[config.mk]
export PLATFORM = sky130hd
export DESIGN_NAME = nomoto_heading_integrator_flat
export DESIGN_NICKNAME = d
export VERILOG_FILES = /design/src/rtl/core/nhi_pkg.sv /design/src/rtl/core/nhi_ifs.sv /design/src/rtl/core/nhi_seq.sv /design/src/rtl/core/nhi_dpath.sv /design/src/rtl/core/nomoto_heading_integrator.sv /design/src/flat_wrapper.sv
export VERILOG_INCLUDE_DIRS = /design/src /design/src/rtl/core
export SDC_FILE = /design/constraint.sdc
export NUM_CORES = 2
export LEC_CHECK = 0
export ABC_AREA = 1
export CELL_PAD_IN_SITES_DETAIL_PLACEMENT = 0
export CELL_PAD_IN_SITES_GLOBAL_PLACEMENT = 1
export CORE_ASPECT_RATIO = 2
export CORE_MARGIN = 4
export CORE_UTILIZATION = 51
export DETAILED_ROUTE_END_ITERATION = 10
export DONT_BUFFER_PORTS = 1
export HOLD_SLACK_MARGIN = 0.12
export PLACE_DENSITY = 0.84
export SYNTH_ARGS = -nofsm -noshare
export SYNTH_HDL_FRONTEND = slang
export SYNTH_SLANG_ARGS = --single-unit
[constraint.sdc]
create_clock -name i_clk -period 14.24 [get_ports i_clk]
set_clock_uncertainty 0.2 [all_clocks]
set_input_delay 4.272 -clock i_clk [delete_from_list [all_inputs] [get_ports i_clk]]
set_output_delay 4.272 -clock i_clk [all_outputs]
set_load 0.05 [all_outputs]
[src/rtl/core/nomoto_heading_integrator_defines.svh]
// Assertion macros shared by the heading integrator RTL.
`ifndef NOMOTO_HEADING_INTEGRATOR_DEFINES_SVH
`define NOMOTO_HEADING_INTEGRATOR_DEFINES_SVH

// Same-cycle implication, disabled while reset is asserted.
`define NHI_ASSERT_IMP(lbl, clk, rst_n, ante, cons, msg) \
    lbl: assert property (@(posedge clk) disable iff (!rst_n) (ante) |-> (cons)) \
        else $error(msg);

// Next-cycle implication, disabled while reset is asserted.
`define NHI_ASSERT_NXT(lbl, clk, rst_n, ante, cons, msg) \
    lbl: assert property (@(posedge clk) disable iff (!rst_n) (ante) |=> (cons)) \
        else $error(msg);

`endif

[src/rtl/core/nhi_pkg.sv]
// Package of the heading integrator: widths, constants, control word and microprogram.
package nhi_pkg;

    // Field widths of the transactions.
    localparam int SPD_W  = 24;
    localparam int CMD_W  = 17;
    localparam int DT_W   = 20;
    localparam int NZ_W   = 20;
    localparam int HDG_W  = 25;
    localparam int YAW_W  = 19;
    localparam int ROT_W  = 26;

    // Configuration register widths.
    localparam int GPL_W  = 24;
    localparam int ITL_W  = 24;
    localparam int BIAS_W = 16;
    localparam int NG_W   = 16;

    // Configuration port.
    localparam int CFG_IDX_W = 3;
    localparam int CFG_DAT_W = 24;

    localparam logic [CFG_IDX_W-1:0] REG_GPL   = 3'd0;
    localparam logic [CFG_IDX_W-1:0] REG_ITL   = 3'd1;
    localparam logic [CFG_IDX_W-1:0] REG_BIAS  = 3'd2;
    localparam logic [CFG_IDX_W-1:0] REG_REV   = 3'd3;
    localparam logic [CFG_IDX_W-1:0] REG_NEN   = 3'd4;
    localparam logic [CFG_IDX_W-1:0] REG_NGAIN = 3'd5;

    localparam logic [GPL_W-1:0] GPL_RST = 24'd54395;
    localparam logic [ITL_W-1:0] ITL_RST = 24'd43116;

    // Shared multiplier operand and product widths.
    localparam int MA_W = 33;
    localparam int MB_W = 32;
    localparam int PR_W = MA_W + MB_W;

    // Rudder clip, angle and conversion constants.
    localparam int RUD_W = 16;
    localparam logic signed [RUD_W-1:0] RUD_LIM = 16'sd25600;
    localparam logic [HDG_W-1:0] DEG360 = 25'd23592960;
    localparam logic [HDG_W-1:0] DEG180 = 25'd11796480;
    localparam logic signed [MB_W-1:0] RAD_K = 32'sd74961321;
    // floor(2^40 / 360 degrees in Q16), for the modulo quotient estimate.
    localparam logic signed [MB_W-1:0] RECIP_Q40 = 32'sd46603;
    localparam logic signed [ROT_W-1:0] ROT_MAX = 26'sh1FF_FFFF;
    localparam logic signed [ROT_W-1:0] ROT_MIN = 26'sh200_0000;
    localparam logic signed [31:0] S32_MAX = 32'sh7FFF_FFFF;
    localparam logic signed [31:0] S32_MIN = 32'sh8000_0000;

    // Microprogram step counter.
    localparam int PC_W = 5;
    localparam logic [PC_W-1:0] PC_MUL_DG  = 5'd6;
    localparam logic [PC_W-1:0] PC_WB_ROT  = 5'd7;

    // Multiplier operand A selects.
    localparam int SEL_W = 4;
    localparam logic [SEL_W-1:0] A_NONE  = 4'd0;
    localparam logic [SEL_W-1:0] A_GPL   = 4'd1;
    localparam logic [SEL_W-1:0] A_SPD   = 4'd2;
    localparam logic [SEL_W-1:0] A_KM    = 4'd3;
    localparam logic [SEL_W-1:0] A_G1    = 4'd4;
    localparam logic [SEL_W-1:0] A_NOISE = 4'd5;
    localparam logic [SEL_W-1:0] A_DIFF  = 4'd6;
    localparam logic [SEL_W-1:0] A_ROT   = 4'd7;
    localparam logic [SEL_W-1:0] A_H     = 4'd8;
    localparam logic [SEL_W-1:0] A_Q     = 4'd9;
    localparam logic [SEL_W-1:0] A_YAW   = 4'd10;

    // Multiplier operand B selects.
    localparam logic [SEL_W-1:0] B_NONE   = 4'd0;
    localparam logic [SEL_W-1:0] B_SPD    = 4'd1;
    localparam logic [SEL_W-1:0] B_ITL    = 4'd2;
    localparam logic [SEL_W-1:0] B_RUD    = 4'd3;
    localparam logic [SEL_W-1:0] B_DT     = 4'd4;
    localparam logic [SEL_W-1:0] B_NGAIN  = 4'd5;
    localparam logic [SEL_W-1:0] B_G      = 4'd6;
    localparam logic [SEL_W-1:0] B_RECIP  = 4'd7;
    localparam logic [SEL_W-1:0] B_DEG360 = 4'd8;
    localparam logic [SEL_W-1:0] B_RADK   = 4'd9;

    // Write-back destinations of the registered product.
    localparam logic [SEL_W-1:0] WB_NONE = 4'd0;
    localparam logic [SEL_W-1:0] WB_KM   = 4'd1;
    localparam logic [SEL_W-1:0] WB_G1   = 4'd2;
    localparam logic [SEL_W-1:0] WB_DIFF = 4'd3;
    localparam logic [SEL_W-1:0] WB_G    = 4'd4;
    localparam logic [SEL_W-1:0] WB_NZ   = 4'd5;
    localparam logic [SEL_W-1:0] WB_ROT  = 4'd6;
    localparam logic [SEL_W-1:0] WB_H    = 4'd7;
    localparam logic [SEL_W-1:0] WB_Q    = 4'd8;
    localparam logic [SEL_W-1:0] WB_R    = 4'd9;
    localparam logic [SEL_W-1:0] WB_HS   = 4'd10;
    localparam logic [SEL_W-1:0] WB_OUT  = 4'd11;

    // Jump conditions.
    localparam logic [1:0] C_NONE     = 2'd0;
    localparam logic [1:0] C_ALWAYS   = 2'd1;
    localparam logic [1:0] C_NO_NOISE = 2'd2;

    typedef struct packed {
        logic             mul_en;
        logic [SEL_W-1:0] a_sel;
        logic [SEL_W-1:0] b_sel;
        logic [SEL_W-1:0] wb;
        logic [1:0]       cond;
        logic [PC_W-1:0]  target;
        logic             done;
    } t_ctrl;

    // Datapath status seen by the sequencer.
    typedef struct packed {
        logic noise_on;
    } t_stat;

    // Sequencer status seen by the top level.
    typedef struct packed {
        logic busy;
        logic at_done;
    } t_seq;

    localparam t_ctrl CTRL_NOP = '0;

    // Control store. Each word multiplies into the product register and/or
    // writes back the product left by the previous word.
    function automatic t_ctrl nhi_ucode(input logic [PC_W-1:0] pc);
        t_ctrl c;
        c = CTRL_NOP;
        unique case (pc)
            5'd0: begin
                c.mul_en = 1'b1; c.a_sel = A_GPL; c.b_sel = B_SPD;
            end
            5'd1: begin
                c.wb = WB_KM;
                c.mul_en = 1'b1; c.a_sel = A_SPD; c.b_sel = B_ITL;
            end
            5'd2: begin
                c.wb = WB_G1;
                c.mul_en = 1'b1; c.a_sel = A_KM; c.b_sel = B_RUD;
            end
            5'd3: begin
                c.wb = WB_DIFF;
                c.mul_en = 1'b1; c.a_sel = A_G1; c.b_sel = B_DT;
            end
            5'd4: begin
                c.wb = WB_G;
                c.mul_en = 1'b1; c.a_sel = A_NOISE; c.b_sel = B_NGAIN;
                c.cond = C_NO_NOISE; c.target = PC_MUL_DG;
            end
            5'd5: begin
                c.wb = WB_NZ;
                c.mul_en = 1'b1; c.a_sel = A_DIFF; c.b_sel = B_G;
                c.cond = C_ALWAYS; c.target = PC_WB_ROT;
            end
            5'd6: begin
                c.mul_en = 1'b1; c.a_sel = A_DIFF; c.b_sel = B_G;
            end
            5'd7: begin
                c.wb = WB_ROT;
            end
            5'd8: begin
                c.mul_en = 1'b1; c.a_sel = A_ROT; c.b_sel = B_DT;
            end
            5'd9: begin
                c.wb = WB_H;
            end
            5'd10: begin
                c.mul_en = 1'b1; c.a_sel = A_H; c.b_sel = B_RECIP;
            end
            5'd11: begin
                c.wb = WB_Q;
            end
            5'd12: begin
                c.mul_en = 1'b1; c.a_sel = A_Q; c.b_sel = B_DEG360;
            end
            5'd13: begin
                c.wb = WB_R;
            end
            5'd14: begin
                c.wb = WB_HS;
            end
            5'd15: begin
                c.mul_en = 1'b1; c.a_sel = A_YAW; c.b_sel = B_RADK;
            end
            5'd16: begin
                c.wb = WB_OUT; c.done = 1'b1;
            end
            default: begin
                c.done = 1'b1;
            end
        endcase
        return c;
    endfunction

endpackage

[src/rtl/core/nhi_ifs.sv]
// Channel interfaces of the heading integrator: input, result and configuration.
interface nhi_in_if import nhi_pkg::*; ();
    logic                    valid;
    logic                    ready;
    logic signed [SPD_W-1:0] speed;
    logic signed [CMD_W-1:0] rudder_cmd;
    logic        [DT_W-1:0]  step_time;
    logic signed [NZ_W-1:0]  noise_sample;

    modport source (output valid, output speed, output rudder_cmd, output step_time,
                    output noise_sample, input ready);
    modport sink (input valid, input speed, input rudder_cmd, input step_time,
                  input noise_sample, output ready);
endinterface

interface nhi_out_if import nhi_pkg::*; ();
    logic                    valid;
    logic                    ready;
    logic        [HDG_W-1:0] heading;
    logic signed [YAW_W-1:0] yaw;
    logic signed [ROT_W-1:0] rot_dps;

    modport source (output valid, output heading, output yaw, output rot_dps,
                    input ready);
    modport sink (input valid, input heading, input yaw, input rot_dps,
                  output ready);
endinterface

interface nhi_cfg_if import nhi_pkg::*; ();
    logic                 valid;
    logic                 ready;
    logic [CFG_IDX_W-1:0] index;
    logic [CFG_DAT_W-1:0] data;

    modport source (output valid, output index, output data, input ready);
    modport sink (input valid, input index, input data, output ready);
endinterface

[src/rtl/core/nhi_seq.sv]
// Microcode sequencer: step counter, control store lookup and conditional jumps.
module nhi_seq import nhi_pkg::*; (
    input  logic  i_clk,
    input  logic  i_rst_n,
    input  logic  i_start,
    input  logic  i_out_blocked,
    input  t_stat i_stat,
    output t_ctrl o_ctrl,
    output t_seq  o_seq
);

    logic [PC_W-1:0] r_pc;
    logic [PC_W-1:0] n_pc;
    logic            r_busy;
    logic            n_busy;
    t_ctrl           rom_word;
    logic            stall;
    logic            step;
    logic            taken;

    // Fetch and decide whether this step may retire.
    always_comb begin
        rom_word = nhi_ucode(r_pc);
        stall    = rom_word.done && i_out_blocked;
        step     = r_busy && !stall;
        o_ctrl   = step ? rom_word : CTRL_NOP;
        o_seq.busy    = r_busy;
        o_seq.at_done = r_busy && rom_word.done;
    end

    // Jump condition decode.
    always_comb begin
        unique case (rom_word.cond)
            C_NONE:     taken = 1'b0;
            C_ALWAYS:   taken = 1'b1;
            C_NO_NOISE: taken = !i_stat.noise_on;
            default:    taken = 1'b0;
        endcase
    end

    // Next step address and busy flag.
    always_comb begin
        n_pc   = r_pc;
        n_busy = r_busy;
        if (i_start) begin
            n_pc   = '0;
            n_busy = 1'b1;
        end else if (step) begin
            if (rom_word.done) begin
                n_busy = 1'b0;
            end else if (taken) begin
                n_pc = rom_word.target;
            end else begin
                n_pc = r_pc + 1'b1;
            end
        end
    end

    always_ff @(posedge i_clk) begin
        if (!i_rst_n) begin
            r_pc   <= '0;
            r_busy <= 1'b0;
        end else begin
            r_pc   <= n_pc;
            r_busy <= n_busy;
        end
    end

endmodule

[src/rtl/core/nhi_dpath.sv]
// Datapath: configuration registers, operand capture, shared multiplier and write-back logic.
module nhi_dpath import nhi_pkg::*; (
    input  logic                    i_clk,
    input  logic                    i_rst_n,
    input  logic                    i_load,
    input  logic signed [SPD_W-1:0] i_speed,
    input  logic signed [CMD_W-1:0] i_rudder_cmd,
    input  logic        [DT_W-1:0]  i_step_time,
    input  logic signed [NZ_W-1:0]  i_noise_sample,
    input  logic                    i_cfg_we,
    input  logic [CFG_IDX_W-1:0]    i_cfg_idx,
    input  logic [CFG_DAT_W-1:0]    i_cfg_data,
    input  t_ctrl                   i_ctrl,
    output t_stat                   o_stat,
    output logic        [HDG_W-1:0] o_heading,
    output logic signed [YAW_W-1:0] o_yaw,
    output logic signed [ROT_W-1:0] o_rot_dps
);

    localparam int RS_W  = CMD_W + 1;   // command plus bias
    localparam int RD_W  = CMD_W + 2;   // after negation
    localparam int TGT_W = 40;          // target rate before the difference
    localparam int DW_W  = TGT_W + 1;
    localparam int GW_W  = 38;          // gain before saturation
    localparam int NZP_W = 29;          // scaled noise
    localparam int DG_W  = 48;          // relaxation step
    localparam int RSUM_W = 50;
    localparam int H_W   = 32;          // heading before the modulo
    localparam int Q_W   = 8;           // quotient of the modulo
    localparam int YS_W  = HDG_W + 1;   // signed heading

    localparam logic signed [PR_W-1:0] HALF8  = PR_W'(128);
    localparam logic signed [PR_W-1:0] HALF16 = PR_W'(32768);
    localparam logic signed [PR_W-1:0] HALF32 =
        $signed({{(PR_W-32){1'b0}}, 32'h8000_0000});
    localparam logic signed [H_W-1:0]  DEG360_H  = H_W'($signed({1'b0, DEG360}));
    localparam logic signed [YS_W-1:0] DEG360_Y  = $signed({1'b0, DEG360});
    localparam logic signed [MB_W-1:0] DEG360_B  = MB_W'($signed({1'b0, DEG360}));

    // Configuration registers.
    logic        [GPL_W-1:0]  r_gpl;
    logic        [ITL_W-1:0]  r_itl;
    logic signed [BIAS_W-1:0] r_bias;
    logic                     r_rev;
    logic                     r_nen;
    logic        [NG_W-1:0]   r_ngain;

    // Item operands and intermediate values.
    logic signed [SPD_W-1:0]  r_spd;
    logic        [DT_W-1:0]   r_dt;
    logic signed [NZ_W-1:0]   r_noise;
    logic signed [RUD_W-1:0]  r_rud;
    logic signed [MA_W-1:0]   r_km;
    logic signed [MA_W-1:0]   r_g1;
    logic signed [31:0]       r_diff;
    logic signed [MB_W-1:0]   r_g;
    logic signed [NZP_W-1:0]  r_nz;
    logic signed [H_W-1:0]    r_h;
    logic signed [Q_W-1:0]    r_q;
    logic signed [PR_W-1:0]   r_prod;

    // Carried state.
    logic signed [ROT_W-1:0]  r_rot;
    logic        [HDG_W-1:0]  r_hs;

    // Result register.
    logic        [HDG_W-1:0]  r_o_hdg;
    logic signed [YAW_W-1:0]  r_o_yaw;
    logic signed [ROT_W-1:0]  r_o_rot;

    logic signed [RS_W-1:0]   rud_sum;
    logic signed [RD_W-1:0]   rud_dir;
    logic signed [RUD_W-1:0]  rud_clip;
    logic signed [MA_W-1:0]   a_op;
    logic signed [MB_W-1:0]   b_op;
    logic signed [PR_W-1:0]   n_prod;
    logic signed [PR_W-1:0]   p_r8;
    logic signed [PR_W-1:0]   p_r16;
    logic signed [PR_W-1:0]   p_r32;
    logic signed [DW_W-1:0]   diff_w;
    logic signed [31:0]       n_diff;
    logic signed [GW_W-1:0]   g_w;
    logic signed [MB_W-1:0]   n_g;
    logic signed [RSUM_W-1:0] rot_w;
    logic signed [ROT_W-1:0]  n_rot;
    logic signed [H_W-1:0]    n_h;
    logic signed [H_W:0]      rem_w;
    logic signed [H_W-1:0]    hs_w;
    logic        [HDG_W-1:0]  n_hs;
    logic signed [YS_W-1:0]   hp;
    logic signed [YS_W-1:0]   yaw_src;
    logic signed [YAW_W-1:0]  n_yaw;

    // Rudder: command plus bias, zero at rest, reversed, clipped.
    always_comb begin
        rud_sum = RS_W'(i_rudder_cmd) + RS_W'(r_bias);
        if (i_speed == '0) begin
            rud_sum = '0;
        end
        rud_dir = r_rev ? -RD_W'(rud_sum) : RD_W'(rud_sum);
        if (rud_dir > RD_W'(RUD_LIM)) begin
            rud_clip = RUD_LIM;
        end else if (rud_dir < -RD_W'(RUD_LIM)) begin
            rud_clip = -RUD_LIM;
        end else begin
            rud_clip = RUD_W'(rud_dir);
        end
    end

    // Signed heading in (-180, 180], negated for the yaw product.
    always_comb begin
        if (r_hs > DEG180) begin
            hp = $signed({1'b0, r_hs}) - DEG360_Y;
        end else begin
            hp = $signed({1'b0, r_hs});
        end
        yaw_src = -hp;
    end

    // Operand selection for the shared multiplier.
    always_comb begin
        unique case (i_ctrl.a_sel)
            A_GPL:   a_op = MA_W'($signed({1'b0, r_gpl}));
            A_SPD:   a_op = MA_W'(r_spd);
            A_KM:    a_op = r_km;
            A_G1:    a_op = r_g1;
            A_NOISE: a_op = MA_W'(r_noise);
            A_DIFF:  a_op = MA_W'(r_diff);
            A_ROT:   a_op = MA_W'(r_rot);
            A_H:     a_op = MA_W'(r_h);
            A_Q:     a_op = MA_W'(r_q);
            A_YAW:   a_op = MA_W'(yaw_src);
            default: a_op = '0;
        endcase
        unique case (i_ctrl.b_sel)
            B_SPD:    b_op = MB_W'(r_spd);
            B_ITL:    b_op = MB_W'($signed({1'b0, r_itl}));
            B_RUD:    b_op = MB_W'(r_rud);
            B_DT:     b_op = MB_W'($signed({1'b0, r_dt}));
            B_NGAIN:  b_op = MB_W'($signed({1'b0, r_ngain}));
            B_G:      b_op = r_g;
            B_RECIP:  b_op = RECIP_Q40;
            B_DEG360: b_op = DEG360_B;
            B_RADK:   b_op = RAD_K;
            default:  b_op = '0;
        endcase
        n_prod = PR_W'(a_op) * PR_W'(b_op);
    end

    // Round-to-nearest shifts of the registered product.
    always_comb begin
        p_r8  = (r_prod + HALF8) >>> 8;
        p_r16 = (r_prod + HALF16) >>> 16;
        p_r32 = (r_prod + HALF32) >>> 32;
    end

    // Write-back values.
    always_comb begin
        // Difference between target and current rate, saturated to 32 bits.
        diff_w = DW_W'($signed(p_r8[TGT_W-1:0])) - DW_W'(r_rot);
        if (diff_w > DW_W'(S32_MAX)) begin
            n_diff = S32_MAX;
        end else if (diff_w < DW_W'(S32_MIN)) begin
            n_diff = S32_MIN;
        end else begin
            n_diff = diff_w[31:0];
        end

        // Relaxation gain, saturated to 32 bits.
        g_w = $signed(p_r16[GW_W-1:0]);
        if (g_w > GW_W'(S32_MAX)) begin
            n_g = S32_MAX;
        end else if (g_w < GW_W'(S32_MIN)) begin
            n_g = S32_MIN;
        end else begin
            n_g = g_w[MB_W-1:0];
        end

        // New turn rate, saturated.
        rot_w = RSUM_W'($signed(p_r16[DG_W-1:0])) + RSUM_W'(r_rot) + RSUM_W'(r_nz);
        if (rot_w > RSUM_W'(ROT_MAX)) begin
            n_rot = ROT_MAX;
        end else if (rot_w < RSUM_W'(ROT_MIN)) begin
            n_rot = ROT_MIN;
        end else begin
            n_rot = rot_w[ROT_W-1:0];
        end

        // Integrated heading before the wrap.
        n_h = $signed(p_r16[H_W-1:0]) + H_W'($signed({1'b0, r_hs}));

        // Remainder against the estimated quotient, then one correction.
        rem_w = (H_W+1)'(r_h) - $signed(r_prod[H_W:0]);
        if (r_h < 0) begin
            hs_w = r_h + DEG360_H;
        end else if (r_h >= DEG360_H) begin
            hs_w = r_h - DEG360_H;
        end else begin
            hs_w = r_h;
        end
        n_hs = hs_w[HDG_W-1:0];

        n_yaw = $signed(p_r32[YAW_W-1:0]);
    end

    assign o_stat.noise_on = r_nen && (r_spd != '0);

    // Configuration registers and carried state.
    always_ff @(posedge i_clk) begin
        if (!i_rst_n) begin
            r_gpl   <= GPL_RST;
            r_itl   <= ITL_RST;
            r_bias  <= '0;
            r_rev   <= 1'b0;
            r_nen   <= 1'b0;
            r_ngain <= '0;
            r_rot   <= '0;
            r_hs    <= '0;
        end else begin
            if (i_cfg_we) begin
                unique case (i_cfg_idx)
                    REG_GPL:   r_gpl   <= i_cfg_data[GPL_W-1:0];
                    REG_ITL:   r_itl   <= i_cfg_data[ITL_W-1:0];
                    REG_BIAS:  r_bias  <= $signed(i_cfg_data[BIAS_W-1:0]);
                    REG_REV:   r_rev   <= i_cfg_data[0];
                    REG_NEN:   r_nen   <= i_cfg_data[0];
                    REG_NGAIN: r_ngain <= i_cfg_data[NG_W-1:0];
                    default: ;
                endcase
            end
            if (i_ctrl.wb == WB_ROT) begin
                r_rot <= n_rot;
            end
            if (i_ctrl.wb == WB_HS) begin
                r_hs <= n_hs;
            end
        end
    end

    // Operand capture, product register and intermediate write-back.
    always_ff @(posedge i_clk) begin
        if (i_load) begin
            r_spd   <= i_speed;
            r_dt    <= i_step_time;
            r_noise <= i_noise_sample;
            r_rud   <= rud_clip;
            r_nz    <= '0;
        end
        if (i_ctrl.mul_en) begin
            r_prod <= n_prod;
        end
        unique case (i_ctrl.wb)
            WB_NONE: ;
            WB_KM:   r_km   <= $signed(p_r16[MA_W-1:0]);
            WB_G1:   r_g1   <= $signed(p_r16[MA_W-1:0]);
            WB_DIFF: r_diff <= n_diff;
            WB_G:    r_g    <= n_g;
            WB_NZ:   r_nz   <= $signed(p_r8[NZP_W-1:0]);
            WB_ROT:  ;
            WB_H:    r_h    <= n_h;
            WB_Q:    r_q    <= $signed(r_prod[40+Q_W-1:40]);
            WB_R:    r_h    <= rem_w[H_W-1:0];
            WB_HS:   ;
            WB_OUT: begin
                r_o_hdg <= r_hs;
                r_o_yaw <= n_yaw;
                r_o_rot <= r_rot;
            end
            default: ;
        endcase
    end

    assign o_heading = r_o_hdg;
    assign o_yaw     = r_o_yaw;
    assign o_rot_dps = r_o_rot;

endmodule

[src/rtl/core/nomoto_heading_integrator.sv]
// Top level of the heading integrator: channels, sequencer, datapath and result register.
//
// One tick of a first-order steering model per input transaction: the turn rate relaxes
// toward the rate the rudder demands, optional noise is added, and the heading is
// integrated and wrapped. One result transaction follows every input transaction.
// An item occupies the block for the same time from acceptance to the next possible
// acceptance, with or without noise: the 17-word control program drives a single shared
// 33 x 32 bit multiplier, at most one product per step, and runs 16 of its words for
// every item because the word that writes back the noise product and the word that
// does not sit on alternative branches; the next transaction is accepted once the last
// word has retired. A finished result waits in the output register while the next
// transaction is accepted; the program holds at its last step only if the previous
// result has not been taken yet. The configuration port always accepts writes;
// registers are to be written only while no item is in flight.
`include "nomoto_heading_integrator_defines.svh"

module nomoto_heading_integrator import nhi_pkg::*; (
    input  logic      i_clk,
    input  logic      i_rst_n,
    nhi_in_if.sink    i_in,
    nhi_out_if.source o_out,
    nhi_cfg_if.sink   i_cfg
);

    t_ctrl ctrl;
    t_stat stat;
    t_seq  seq_st;
    logic  in_fire;
    logic  cfg_we;
    logic  out_blocked;
    logic  r_out_valid;

    // Handshakes.
    assign in_fire     = i_in.valid && i_in.ready;
    assign cfg_we      = i_cfg.valid && i_cfg.ready;
    assign out_blocked = r_out_valid && !o_out.ready;
    assign i_in.ready  = !seq_st.busy;
    assign i_cfg.ready = 1'b1;
    assign o_out.valid = r_out_valid;

    nhi_seq u_seq (
        .i_clk         (i_clk),
        .i_rst_n       (i_rst_n),
        .i_start       (in_fire),
        .i_out_blocked (out_blocked),
        .i_stat        (stat),
        .o_ctrl        (ctrl),
        .o_seq         (seq_st)
    );

    nhi_dpath u_dpath (
        .i_clk          (i_clk),
        .i_rst_n        (i_rst_n),
        .i_load         (in_fire),
        .i_speed        (i_in.speed),
        .i_rudder_cmd   (i_in.rudder_cmd),
        .i_step_time    (i_in.step_time),
        .i_noise_sample (i_in.noise_sample),
        .i_cfg_we       (cfg_we),
        .i_cfg_idx      (i_cfg.index),
        .i_cfg_data     (i_cfg.data),
        .i_ctrl         (ctrl),
        .o_stat         (stat),
        .o_heading      (o_out.heading),
        .o_yaw          (o_out.yaw),
        .o_rot_dps      (o_out.rot_dps)
    );

    // Result valid: set when the last step retires, cleared when taken.
    always_ff @(posedge i_clk) begin
        if (!i_rst_n) begin
            r_out_valid <= 1'b0;
        end else if (ctrl.done) begin
            r_out_valid <= 1'b1;
        end else if (o_out.ready) begin
            r_out_valid <= 1'b0;
        end
    end

    // An accepted transaction starts the program.
    `NHI_ASSERT_NXT(a_start_busy, i_clk, i_rst_n, in_fire, seq_st.busy,
                    "item accepted but sequencer idle")
    // The last step must not retire while the previous result is still waiting.
    `NHI_ASSERT_NXT(a_hold_done, i_clk, i_rst_n, seq_st.at_done && out_blocked, seq_st.busy,
                    "result step retired over a pending result")
    // Heading is wrapped into one turn.
    `NHI_ASSERT_IMP(a_hdg_range, i_clk, i_rst_n, o_out.valid, o_out.heading < DEG360,
                    "heading not wrapped")
    // Yaw is minus the heading: nonpositive for headings up to half a turn.
    `NHI_ASSERT_IMP(a_yaw_sign, i_clk, i_rst_n, o_out.valid && (o_out.heading <= DEG180),
                    o_out.yaw <= 19'sd0, "yaw sign does not match heading")

endmodule

[src/flat_wrapper.sv]
// flat-port wrapper written by rule: the top's interface ports become plain ports
module nomoto_heading_integrator_flat import nhi_pkg::*;
  (i_clk, i_rst_n, i_in_valid, i_in_speed, i_in_rudder_cmd, i_in_step_time, i_in_noise_sample, i_in_ready, o_out_valid, o_out_heading, o_out_yaw, o_out_rot_dps, o_out_ready, i_cfg_valid, i_cfg_index, i_cfg_data, i_cfg_ready);
  nhi_in_if i_in_i ();
  nhi_out_if o_out_i ();
  nhi_cfg_if i_cfg_i ();
  input  logic i_clk;
  input  logic i_rst_n;
  input wire logic [$bits(i_in_i.valid)-1:0] i_in_valid;
  input wire logic [$bits(i_in_i.speed)-1:0] i_in_speed;
  input wire logic [$bits(i_in_i.rudder_cmd)-1:0] i_in_rudder_cmd;
  input wire logic [$bits(i_in_i.step_time)-1:0] i_in_step_time;
  input wire logic [$bits(i_in_i.noise_sample)-1:0] i_in_noise_sample;
  output wire logic [$bits(i_in_i.ready)-1:0] i_in_ready;
  output wire logic [$bits(o_out_i.valid)-1:0] o_out_valid;
  output wire logic [$bits(o_out_i.heading)-1:0] o_out_heading;
  output wire logic [$bits(o_out_i.yaw)-1:0] o_out_yaw;
  output wire logic [$bits(o_out_i.rot_dps)-1:0] o_out_rot_dps;
  input wire logic [$bits(o_out_i.ready)-1:0] o_out_ready;
  input wire logic [$bits(i_cfg_i.valid)-1:0] i_cfg_valid;
  input wire logic [$bits(i_cfg_i.index)-1:0] i_cfg_index;
  input wire logic [$bits(i_cfg_i.data)-1:0] i_cfg_data;
  output wire logic [$bits(i_cfg_i.ready)-1:0] i_cfg_ready;
  assign i_in_i.valid = i_in_valid;
  assign i_in_i.speed = i_in_speed;
  assign i_in_i.rudder_cmd = i_in_rudder_cmd;
  assign i_in_i.step_time = i_in_step_time;
  assign i_in_i.noise_sample = i_in_noise_sample;
  assign i_in_ready = i_in_i.ready;
  assign o_out_valid = o_out_i.valid;
  assign o_out_heading = o_out_i.heading;
  assign o_out_yaw = o_out_i.yaw;
  assign o_out_rot_dps = o_out_i.rot_dps;
  assign o_out_i.ready = o_out_ready;
  assign i_cfg_i.valid = i_cfg_valid;
  assign i_cfg_i.index = i_cfg_index;
  assign i_cfg_i.data = i_cfg_data;
  assign i_cfg_ready = i_cfg_i.ready;
  nomoto_heading_integrator u_core (.i_clk(i_clk), .i_rst_n(i_rst_n), .i_in(i_in_i), .o_out(o_out_i), .i_cfg(i_cfg_i));
endmodule
; Yosys cells after proc, flatten, opt, wreduce, memory -nomap -nowiden
; Index checks and enable logic that the tools add are counted.
[totals]
ff_bits = 553
in_bits = 113
out_inout_bits = 73
word_cells = 165
[op_classes]
addsub = 15
multipliers = 1
magnitude_cmp = 11
eq_ne = 54
n_mux = 27
bitwise = 1
reduce_logical = 29
[op_table]
columns = operator, count
row1 = $pmux W33 S10, 1
row2 = $pmux W32 S9, 1
row3 = $pmux W9 S10, 1
row4 = $mux W26, 3
row5 = $add A64 B17 Y64 const B, 1
row6 = $mul A33 B32 Y64, 1
row7 = $mux W32, 2
row8 = $pmux W32 S2, 1
row9 = $mux W29, 2
row10 = $add A51 B33 Y51 const B, 1
row11 = $add A49 B29 Y50, 1
row12 = $gt A50 B26 Y1 const B, 1
row13 = $lt A50 B26 Y1 const B, 1
row14 = $mux W25, 2
row15 = $add A48 B26 Y49, 1
row16 = $add A48 B9 Y48 const B, 1
row17 = $eq A4 B3 Y1 const B, 12
row18 = $pmux W4 S11, 1
row19 = $gt A41 B32 Y1 const B, 1
row20 = $lt A41 B32 Y1 const B, 1
row21 = $sub A40 B26 Y41, 1
row22 = $eq A5 B4 Y1 const B, 8
row23 = $gt A38 B32 Y1 const B, 1
row24 = $lt A38 B32 Y1 const B, 1
row25 = other kinds (46), 91

; Depth between registers and ports, before layout
[depth]
word_depth = 10
mapped_depth = 55
ltp_nobuf = 52

; By module
; A second synthesis with hierarchy kept.
[hier_totals]
cells_unflattened = 9904
hier_area_um2 = 76986.3
[modules_own_cells]
columns = module, instances, cells_each, area_each_um2, seq_area_each_um2
row1 = nhi_dpath, 1, 9727, 75940.3, 15064.4
row2 = nhi_seq, 1, 165, 973.4, 120.1
row3 = nomoto_heading_integrator, 1, 12, 72.6, 20.0

; Worst setup path after synthesis
; No wires, ideal clock.
[synth_path]
kind = input port to flip-flop
startpoint = input o_out_ready
endpoint = register u_core.u_dpath.r_prod[58], data pin
setup_time_ps = 258
t_arrival_ps = 12388
required_time_ps = 13782
setup_slack_ps = 1394
path_stages = 39
path_buffers = 4
path_cell_list = inv_1 -> nand2_1 -> nand2_1 -> nand2_2 -> buf_6 -> nand2_4 -> nor2_1 -> nand2_1 -> inv_2 -> buf_6 -> buf_6 -> nand2_1 -> inv_1 -> nor4_1 -> clkbuf_1 -> nor2_1 -> ha_1 -> inv_1 -> [3 not listed] -> fa_1 -> inv_1 -> fa_1 -> fa_1 -> inv_1 -> fa_1 -> inv_1 -> ha_1 -> nand2_1 -> nor2_1 -> inv_1 -> nor3_1 -> nand3_1 -> nand3_1 -> nand2_1 -> o211ai_1 -> a21oi_1 -> xnor2_1
[synth_between]
elab_chain_len = 9
elab_cells_between_ends = 28
classes_between = 1 x mul / 19 x eq/ne / 3 x mux / 5 x reduce/logical
[synth_rtl]
columns = item, line
row1 = from (decl), flat_wrapper.sv:19  ; input wire logic [$bits(o_out_i.ready)-1:0] o_out_ready;
row2 = $logic_not A1 Y1 *, nomoto_heading_integrator.sv:36  ; assign out_blocked = r_out_valid && !o_out.ready;
row3 = $logic_and A1 B1 Y1 *, nomoto_heading_integrator.sv:36
row4 = $logic_and A1 B1 Y1 *, nhi_seq.sv:24  ; stall = rom_word.done && i_out_blocked;
row5 = $logic_not A1 Y1 *, nhi_seq.sv:25  ; step = r_busy && !stall;
row6 = $logic_and A1 B1 Y1 *, nhi_seq.sv:25
row7 = $mux W21 *, nhi_seq.sv:26  ; o_ctrl = step ? rom_word : CTRL_NOP;
row8 = "$eq A4 B4 Y1, or another cell as far along", nhi_dpath.sv:122  ; unique case (i_ctrl.a_sel)
row9 = $pmux W33 S10 / $pmux W32 S9 (equally long branches), "nhi_dpath.sv:122, nhi_dpath.sv:135"
row10 = $mul A33 B32 Y64 *, nhi_dpath.sv:147  ; n_prod = PR_W'(a_op) * PR_W'(b_op);
row11 = via u_core.u_dpath.n_prod[58], nhi_dpath.sv:76  ; logic signed [PR_W-1:0] n_prod;
row12 = to (signal assigned), nhi_dpath.sv:250  ; r_prod <= n_prod;
row13 = to (decl), nhi_dpath.sv:60  ; logic signed [PR_W-1:0] r_prod;
; Mark *: on every way through the listed nets, which the timed path passes. The rest lies on a longest branch.
; A chain may end at the register's enable or synchronous reset.

; Worst setup path in the final report
; Same ends and word-level chain as after synthesis.

==> results.md <==
- Leak: 43.1 nW
- TritonCTS clock tree: yes
- Ports: approximately 190
- Post-synthesis sequential area ratio: 0.200
- Core ar.: 148000 sq um
- Final std cells w/o fill: 11700
- CP Depth: 38
- Slowest CP cell: a221oi_1
- Vias in the first global route: 70700
- CTS root buf: clkbuf_16
- Layout area overhead: 7.17%
- Synth Area in Adders: 0.363
- Max clock buf depth: 3
- Tmin final: approximately 14 ns
- RSZ-0062 raised after global routing: no
- Fillers: ~14000
- Drt via density: 5.66
- FF-to-FF path depth: 42
- Peak supply drop: about 220 uV
- Die W: 281 um
- Clock-pin slew on the worst setup and hold paths: 0.07 ns
- Largest stage delay on the critical path: 0.89 ns
- Final WL: between 300000 and 400000 um
- Clock Latency Late Sink: 0.70 ns
- Die area: roughly 160000 sq um
- CTS Hold Buffers Added: 0
- Antenna Violating Nets Remaining: 0
- Average wire per standard cell: 26.7 um
- DP HPWL: 267000 um
- WP data required: 14.45 ns
- Setup slack, reg-to-reg: approximately 2.3 ns
- Die Y: roughly 550 um
- CP Capture Type: flop
- Primary FF master, synth: edfxtp_1
- Mapped cell area: 76200 sq um
- Input/output buffers: 0
- Inst Count DP: 11600
- Cell family with most CP delay: adder cells
- Reg2reg end: u_core.u_dpath.r_prod[61]
- Critical path destination: u_core.u_dpath.r_prod[58]
- First-pass GRT wire length: 457000 um
- F_max: 72.7 MHz
- Total global-route track usage: 0.405
- Mux cell area share after synthesis: 0.000148
- Synth Area in Compound Gates: 0.0774
- Initial core utilization: 0.514
- CP Max Fanout: 20
- Initial antenna violation count: 22
- Detailed Routing Iterations Pass 1: 7
- Period utilization: 0.966
- Reg area: ~15000 sq um
- Slew Limit Fails: 0
- Critical Path AT: 13.97 ns
- Synth Net Count: 11300
- RR Startpoint: u_core.u_dpath.r_hs[0]
- Mean Syn Cell Area: 7.86 sq um
- Multi-input gate area: approximately 50000 sq um
- Cell variety after synth: 69
- Design area: ~82000 sq um
- Hold Path Stages: 0
- DRC: 0
- Routability cong.: 1.10
- Status: complete, no violations
- Via count: 66300
- CTS Buf Count: 51
- H-tree depth: 2
- Final Hold Fails: 0
- Post-Synth XOR/XNOR Area: 0.0293
- CP startpoint kind: input pin
- Synth Warn #: 0
- Final net count: 11400
- Worst slew pin tran: 1.37 ns
- Min-delay src: u_core.u_dpath.r_rot[6]
- Placed Area: 79900 sq um
- Largest family of logic cells by synthesized area: adder cells
- CTS sink count: 553
- Tightest Hold Check Type: reg2reg
- Row cnt: 200
- EDFF count, synth: between 400 and 500
- CP Launch Point: o_out_ready
- Post-Synth Simple-Gate Area: 0.186
- Asr flop ratio synth: 0
- Setup violations, final: 0
- Largest net degree at the start of global routing: 108
- Post-CTS sizing: 0
- Maximum Capacitance Violations: 0
- Post-CTS Setup Inserts: 0
- Layout cells sized above 1: 0.0517
- Synth Register Bits: 553
- Power Density: 233 nW/um^2
- Detailed Route Iter0 Violations: 4968
- Hold WS: 0.233 ns
- Mapped Cells: just under 10000
- Buf/Inv on CP: 10
- Worst slew margin relative to its limit: 0.0716
- Crit Path Category: in2reg
- GRT Residual Overflow: 0
[cells by family (layout without fill, tap and decap cells)]
group | after synthesis | after routing
and+or+nand+nor | 3486 | 3486
buffers and inverters | 2840 | 2935
adders and majority gates | 1519 | 1519
AOI/OAI and AO/OA | 1037 | 1037
DFF | 553 | 553
xor gates and xnor gates | 254 | 254
other | 1 | 26
muxes | 1 | 1
[metal layers]
layer  track usage  up-vias  routed length (um)  part of all wire
li1              -    29300                   -                 -
met1         0.412    32700               99100              0.32
met2         0.712     3057              157000              0.50
met3        0.0695     1254               21100             0.067
met4         0.346       12               34900              0.11
met5             0        -                  87           0.00028
[report_power, final]
group,internal (mW),switching [mW],total (mW)
Clock,0.780,0.732,1.51
Combinational,5.07,9.88,14.9
Sequential,2.29,0.271,2.56
Total,8.13,10.9,19.0
[synth_stat cells, types with 39 or more instances]
cell type	count	share of area
a21oi_1	402	0.026
a221oi_1	44	0.0051
buf_2	191	0.013
clkbuf_1	78	0.0038
dfxtp_1	140	0.037
edfxtp_1	413	0.16
fa_1	1156	0.30
ha_1	363	0.060
inv_1	2499	0.12
inv_2	48	0.0024
nand2_1	2086	0.10
nand3_1	245	0.016
nand4_1	95	0.0078
nor2_1	863	0.043
nor3_1	78	0.0051
nor4_1	39	0.0032
o21ai_0	369	0.024
xnor2_1	79	0.0091
xor2_1	174	0.020
[layout by cell type (no fill, tap or decap), types with 16 or more instances in the layout]
cell       instances
a21oi_1          401
a221oi_1          44
a22o_1            20
a31oi_1           31
buf_12            23
buf_4            263
clkbuf_16         52
dfxtp_1          140
diode_2           25
edfxtp_1         413
fa_1            1156
ha_1             363
inv_1           2497
inv_2             50
nand2_1         2086
nand3_1          245
nand4_1           95
nor2_1           853
nor3_1            76
nor4_1            34
o211ai_1          16
o21a_1            30
o21ai_0          367
o21ai_1           20
xnor2_1           79
xor2_1           172
[flip-flops by register name, summed over array words and instances, names as in the netlist, 26 cells and up]
| name | count |
|---|---|
| u_core.u_dpath.r_h | 32 |
| u_core.u_dpath.r_km | 33 |
| u_core.u_dpath.o_rot_dps | 26 |
| u_core.u_dpath.r_nz | 29 |
| u_core.u_dpath.r_rot | 26 |
| u_core.u_dpath.r_g1 | 33 |
| u_core.u_dpath.r_g | 32 |
| u_core.u_dpath.r_prod | 64 |
| u_core.u_dpath.r_diff | 32 |
[through the flow]
step	worst slack [ns]	util	TNS, ns	total power, mW
6_report	0.478	0.550	0	19.0
5_1_grt	0.107	0.550	0	20.5
4_1_cts	0.616	0.550	0	18.8
3_5_place_dp	-0.0689	0.538	-0.135	17.1
3_3_place_gp	0.0503	0.538	0	17.1
2_1_floorplan	1.39	-	0	11.6
[worst min path at each step]
stage | end | slack, ns
after floorplan | u_core.u_dpath.o_rot_dps[10] | 0.21
after global placement | u_core.u_dpath.o_rot_dps[4] | 0.22
after detailed placement | u_core.u_dpath.o_rot_dps[22] | 0.22
after CTS | u_core.u_dpath.o_rot_dps[6] | 0.23
after global routing | u_core.u_dpath.o_rot_dps[17] | 0.25
final | u_core.u_dpath.o_rot_dps[6] | 0.23
[area by class of cell]
cell class,instances,share of cell area
multi-input combinational,6298,0.615
sequential,553,0.186
inverter,2553,0.117
timing repair buffer,286,0.0298
tap,1919,0.0294
clock buffer,60,0.0163
clock inverter,36,0.00499
antenna,25,0.000766
[worst reg2reg max path: cells and delay by family (launching register included)]
kind / cells / cell delay (ns)
compound gates: 3 / 0.60
buf+inv: 8 / 0.93
simple gates: 20 / 4.15
flops: 1 / 0.67
xor+xnor: 1 / 0.18
fa+ha+maj: 10 / 4.91
No activity file was read; power rests on OpenSTA's default activity.
